$ cat src/hw/rtl/lrg_pkg.sv
// Shared types, constants and the CORDIC arctangent table for the location report gate.
// No dependencies; every other file of the block imports this package.
`default_nettype none
package lrg_pkg;

  typedef logic signed [30:0] lat_t;
  typedef logic signed [31:0] lon_t;
  typedef logic        [19:0] acc_t;
  typedef logic signed [7:0]  bat_t;
  typedef logic        [39:0] time_t;
  typedef logic        [16:0] accm_t;
  typedef logic        [6:0]  batout_t;
  typedef logic        [24:0] move_t;

  // CORDIC datapath word (Q30 with headroom) and control
  typedef logic signed [33:0] cvec_t;
  typedef enum logic { CORDIC_ROTATE, CORDIC_VECTOR } cordic_mode_e;
  typedef struct packed {
    logic         start;
    cordic_mode_e mode;
  } cordic_ctl_t;

  typedef enum logic [2:0] {
    REG_ENABLE   = 3'd0,
    REG_AT_HOME  = 3'd1,
    REG_MIN_INT  = 3'd2,
    REG_MIN_MOVE = 3'd3,
    REG_MARGIN   = 3'd4,
    REG_POST_GAP = 3'd5
  } reg_idx_e;

  localparam int unsigned TableLen = 40;
  localparam logic [31:0] ATAB [TableLen] = '{
    32'h20000000, 32'h12E4051E, 32'h09FB385B, 32'h051111D4, 32'h028B0D43, 32'h0145D7E1,
    32'h00A2F61E, 32'h00517C55, 32'h0028BE53, 32'h00145F2F, 32'h000A2F98, 32'h000517CC,
    32'h00028BE6, 32'h000145F3, 32'h0000A2FA, 32'h0000517D, 32'h000028BE, 32'h0000145F,
    32'h00000A30, 32'h00000518, 32'h0000028C, 32'h00000146, 32'h000000A3, 32'h00000051,
    32'h00000029, 32'h00000014, 32'h0000000A, 32'h00000005, 32'h00000003, 32'h00000001,
    32'h00000001, 32'h00000000, 32'h00000000, 32'h00000000, 32'h00000000, 32'h00000000,
    32'h00000000, 32'h00000000, 32'h00000000, 32'h00000000
  };

  localparam cvec_t              CordicGain = 34'sd652032874;
  localparam logic signed [33:0] TurnUnits  = 34'sd3600000000;
  localparam logic signed [33:0] TurnTwice  = 34'sd7200000000;
  localparam logic signed [32:0] DegScale   = 33'sd1281023894;
  localparam logic signed [32:0] DistScale  = 33'sd80060347;
  localparam logic        [60:0] Q60One     = {1'b1, 60'd0};
  localparam logic        [19:0] Recip10    = 20'd838861;  // ceil(2^23 / 10)

  localparam logic [31:0] RstMinInt  = 32'd60000;
  localparam logic [15:0] RstMinMove = 16'd25;
  localparam logic [15:0] RstMargin  = 16'd150;
  localparam logic [15:0] RstPostGap = 16'd2000;

endpackage
`default_nettype wire

$ cat src/hw/rtl/lrg_cordic.sv
// Iterative CORDIC, one micro-rotation per cycle, in rotation or vectoring mode.
// Depends on lrg_pkg for the arctangent table and datapath types.
`default_nettype none
module lrg_cordic #(
  parameter int unsigned Steps = 24
) (
  input  logic                clk_i,
  input  logic                rst_ni,
  input  lrg_pkg::cordic_ctl_t ctl_i,
  input  logic [31:0]         ang_i,
  input  lrg_pkg::cvec_t      x_i,
  input  lrg_pkg::cvec_t      y_i,
  output logic                done_o,
  output lrg_pkg::cvec_t      x_o,
  output lrg_pkg::cvec_t      y_o,
  output lrg_pkg::cvec_t      z_o
);
  import lrg_pkg::*;

  localparam int unsigned CntW = $clog2(Steps);

  logic            busy_q, done_q, flip_q;
  cordic_mode_e    mode_q;
  logic [CntW-1:0] cnt_q;
  cvec_t           x_q, y_q, z_q;

  logic [5:0] tab_idx;
  cvec_t      dx, dy, at, x_n, y_n, z_n, z0;
  logic       dir, last, flip0;

  always_comb begin
    tab_idx = 6'(cnt_q);
    dx      = y_q >>> cnt_q;
    dy      = x_q >>> cnt_q;
    at      = {2'b00, ATAB[tab_idx]};
    dir     = (mode_q == CORDIC_ROTATE) ? !z_q[33] : y_q[33];
    if (dir) begin
      x_n = x_q - dx;
      y_n = y_q + dy;
      z_n = z_q - at;
    end else begin
      x_n = x_q + dx;
      y_n = y_q - dy;
      z_n = z_q + at;
    end
    last = (cnt_q == CntW'(Steps - 1));
    // fold angles beyond +-90 degrees by a half turn
    z0    = {{2{ang_i[31]}}, ang_i};
    flip0 = 1'b0;
    if (z0 > 34'sh0_4000_0000) begin
      z0    = z0 - 34'sh0_8000_0000;
      flip0 = 1'b1;
    end else if (z0 < -34'sh0_4000_0000) begin
      z0    = z0 + 34'sh0_8000_0000;
      flip0 = 1'b1;
    end
  end

  always_ff @(posedge clk_i or negedge rst_ni) begin
    if (!rst_ni) begin
      busy_q <= 1'b0;
      done_q <= 1'b0;
      cnt_q  <= '0;
    end else begin
      done_q <= 1'b0;
      if (ctl_i.start) begin
        busy_q <= 1'b1;
        cnt_q  <= '0;
      end else if (busy_q) begin
        cnt_q <= cnt_q + 1'b1;
        if (last) begin
          busy_q <= 1'b0;
          done_q <= 1'b1;
        end
      end
    end
  end

  always_ff @(posedge clk_i) begin
    if (ctl_i.start) begin
      mode_q <= ctl_i.mode;
      if (ctl_i.mode == CORDIC_ROTATE) begin
        x_q    <= CordicGain;
        y_q    <= '0;
        z_q    <= z0;
        flip_q <= flip0;
      end else begin
        x_q    <= x_i;
        y_q    <= y_i;
        z_q    <= '0;
        flip_q <= 1'b0;
      end
    end else if (busy_q) begin
      z_q <= z_n;
      if (last && flip_q) begin
        x_q <= -x_n;
        y_q <= -y_n;
      end else begin
        x_q <= x_n;
        y_q <= y_n;
      end
    end
  end

  assign done_o = done_q;
  assign x_o    = x_q;
  assign y_o    = y_q;
  assign z_o    = z_q;

endmodule
`default_nettype wire

$ cat config.mk
export PLATFORM = sky130hd
export DESIGN_NAME = lrg_cordic
export DESIGN_NICKNAME = d
export VERILOG_FILES = /design/src/hw/rtl/lrg_pkg.sv /design/src/hw/rtl/lrg_cordic.sv
export SDC_FILE = /design/constraint.sdc
export NUM_CORES = 1
export LEC_CHECK = 0
export BUFFER_PORTS_ARGS = -buffer_cell sky130_fd_sc_hd__buf_2
export CAP_MARGIN = 15
export CORE_MARGIN = 4
export CORE_UTILIZATION = 35
export DETAILED_ROUTE_END_ITERATION = 16
export SYNTH_ARGS = -nofsm -noshare
export SYNTH_HDL_FRONTEND = slang
export SYNTH_SLANG_ARGS = --single-unit
$ cat constraint.sdc
create_clock -name clk_i -period 11.4 [get_ports clk_i]
set_input_delay 0.57 -clock clk_i [delete_from_list [all_inputs] [get_ports clk_i]]
set_output_delay 0.57 -clock clk_i [all_outputs]
set_load 0.005 [all_outputs]
==> flow_metrics.env <==
export IMPL_status="complete, no violations"
export IMPL_cts_buffers=9
export IMPL_yosysSeqAreaShare_pct=17.15
export IMPL_nNetsFinal=2696
export IMPL_drv_slew=0
export IMPL_max_stage_delay_ns=0.89
export IMPL_hold_depth=3
export IMPL_first_iter_violations=1971
export IMPL_grt_max_degree=74
export IMPL_ff2ff_setup_slack_ns=2.68
export IMPL_critical_path_required_ns=11.54
export IMPL_critPathBufInv=2
export IMPL_ys_warn_count=0
export IMPL_maxCapViolCount=0
export IMPL_syn_nets=2596
export IMPL_cts_root_buf="clkbuf_16"
export IMPL_drc_errors=0
export IMPL_worstReg2RegStart="cnt_q[1]"
export IMPL_dp_cells=3162
export IMPL_cp_max_fo=73
export IMPL_vias=19957
export IMPL_grt_first_pass_wirelength_um=117800
export IMPL_fmax_ghz=0.1147
export IMPL_clock_sinks=111
export IMPL_setup_tns_ns=0
export IMPL_routabilityCongestion=0.9947
export IMPL_endpoint_kind="register"
export IMPL_reg2reg_depth=25
export IMPL_tritoncts="built"
export IMPL_layout_common_cells="nand2_1, buf_2, o21ai_0"
export IMPL_firstDrtPassIters=6
export IMPL_hold_end="y_o[11]"
export IMPL_min_from="y_i[11]"
export IMPL_nFillCells=5615
export IMPL_first_global_vias=19354
export IMPL_hold_worst_slack_ns=0.4257
export IMPL_cts_resized=0
export IMPL_synthFlopType="edfxtp_1"
export IMPL_dpl_hpwl_um=59640
export IMPL_avgSynthCellArea_um2=8.083
export IMPL_finalHoldViolCount=0
export IMPL_die_y_um=242.4
export IMPL_r2r_end="y_o[33]"
export IMPL_clk_pin_slew_worst_paths_ns=0.09
export IMPL_io_buffers=206
export IMPL_fin_skew_ns=0.01115
export IMPL_slew_limit_headroom_pct=31.10
export IMPL_worst_slew_pin_slew_ns=1.034
export IMPL_crit_family="compound AO/OA/AOI/OAI gates"
export IMPL_setup_viol_count_final=0
export IMPL_synth_area_um2=19230
export IMPL_setup_slack_ns=2.680
export IMPL_htree_levels=3
export IMPL_startpoint_type="register"
export IMPL_slowest_stage="buf_4"
export IMPL_seq_area_um2=3312
export IMPL_worstSetupPathType="register to register"
export IMPL_overflow=0
export IMPL_antenna_found_initial=1
export IMPL_core_um2=54130
export IMPL_dp_slack_ns=2.833
export IMPL_arrival_ns=8.86
export IMPL_min_path_type="input pin to register"
export IMPL_drive_above_1_share_pct=16.71
export IMPL_finalCritPeriodShare_pct=76.49
export IMPL_ant_nets=0
export IMPL_multi_input_area_um2=15050
export IMPL_layout_commonest_cell="nand2_1"
export IMPL_async_flop_share_pct=6.306
export IMPL_rows=85
export IMPL_track_usage_pct=25.36
export IMPL_synth_edf_count=104
export IMPL_initial_utilization_pct=35.52
export IMPL_ys_seq_elements=111
export IMPL_post_drt_via_cell_ratio=6.276
export IMPL_postRouteWirelength_um=77970
export IMPL_ctsLongestPathBuffers=2
export IMPL_synthDistinctLibCells=105
export IMPL_crit_start="cnt_q[1]"
export IMPL_cpMostUsedCell="a21oi_1"
export IMPL_antenna_cells=0
export IMPL_finalCriticalPeriod_ns=8.720
export IMPL_syn_inst=2379
export IMPL_layout_cells_non_filler=3180
export IMPL_wl_per_cell_um=24.52
export IMPL_area_delta_synth_final_pct=9.273
export IMPL_clk_latency_ns=0.41
export IMPL_ios=207
export IMPL_die_w_um=242.4
export IMPL_die_area_um2=58750
export IMPL_rsz0062_at_grt="false"
## flip-flops by register name, indices dropped and copies added, names as in the netlist
name / cells
busy_q: 1
z_o: 34
done_o: 1
y_o: 34
cnt_q: 5
x_o: 34
mode_q: 1
flip_q: 1
## area by class of cell
| cell class | instances | area share, % |
|---|---|---|
| repair buffers | 235 | 5.979 |
| inverters | 61 | 1.090 |
| well taps | 696 | 4.145 |
| clock inverters | 6 | 0.3275 |
| multi-input cells | 2061 | 71.61 |
| flip-flops and latches | 111 | 15.76 |
| clock buffers | 10 | 1.090 |
## tightest hold or removal path, cell delays in order
cell     delay (ns)
buf_2          0.07
nand2_1        0.03
o21ai_0        0.06
## metrics by stage
| stage | area [um^2] | util (%) |
|---|---|---|
| 2_1_floorplan | 19230 | - |
| 3_3_place_gp | 20680 | 38.21 |
| 3_5_place_dp | 20690 | 38.22 |
| 4_1_cts | 21000 | 38.79 |
| 5_1_grt | 21010 | 38.81 |
| 6_report | 21010 | 38.81 |
## cell usage after synthesis, drive strengths merged (21+ instances only)
| cell type | instances | area [um^2] |
|---|---|---|
| inv | 59 | 221.5 |
| nor3 | 50 | 250.2 |
| a21o | 43 | 322.8 |
| clkbuf | 92 | 345.3 |
| a31oi | 27 | 168.9 |
| o31ai | 29 | 217.7 |
| o21a | 21 | 157.7 |
| nor2 | 191 | 721.9 |
| o21ai | 219 | 1096 |
| o211ai | 25 | 187.7 |
| xnor2 | 105 | 919.6 |
| edfxtp | 104 | 3123 |
| ha | 110 | 1376 |
| and3 | 22 | 142.6 |
| mux2 | 31 | 349.1 |
| nor4 | 23 | 171.4 |
| nand3 | 50 | 255.3 |
| mux2i | 44 | 447.9 |
| buf | 54 | 341.6 |
| xor2 | 124 | 1086 |
| nand2 | 287 | 1077 |
| and2 | 26 | 162.7 |
| a21oi | 185 | 925.9 |
| mux4 | 85 | 1926 |
| nand2b | 28 | 175.2 |
## per-layer routing
metal | track usage, % | vias to the layer above | wire length [um]
met4 | 9.390 | 0 | 2713
met5 | 0 | - | 0
li1 | - | 9205 | -
met3 | 4.483 | 144 | 6198
met1 | 34.30 | 9647 | 33700
met2 | 40.58 | 961 | 35350
## kinds of logic after synthesis
logic type | synth area share [%]
mux | 14.16
buf+inv | 4.763
xor+xnor | 10.66
flops | 17.15
fa+ha+maj | 7.470
simple gates | 20.17
compound gates | 25.62
## worst max path at each step
stage	to	cells after the start	slack, ns
after detailed placement	x_o[33]	22	2.83
after CTS	x_o[33]	22	2.78
after global routing	x_o[33]	24	1.95
after floorplan	y_o[33]	28	4.44
final	y_o[33]	25	2.68
after global placement	x_o[27]	22	3.04
## repair_timing
item                      4_1_cts  5_1_grt
setup buffers                   0        0
hold endpoints to repair        7        0
hold buffers                    1        0
Power is not shown: default switching activity piles up to over one toggle a cycle in this logic, so the estimate is an artifact.
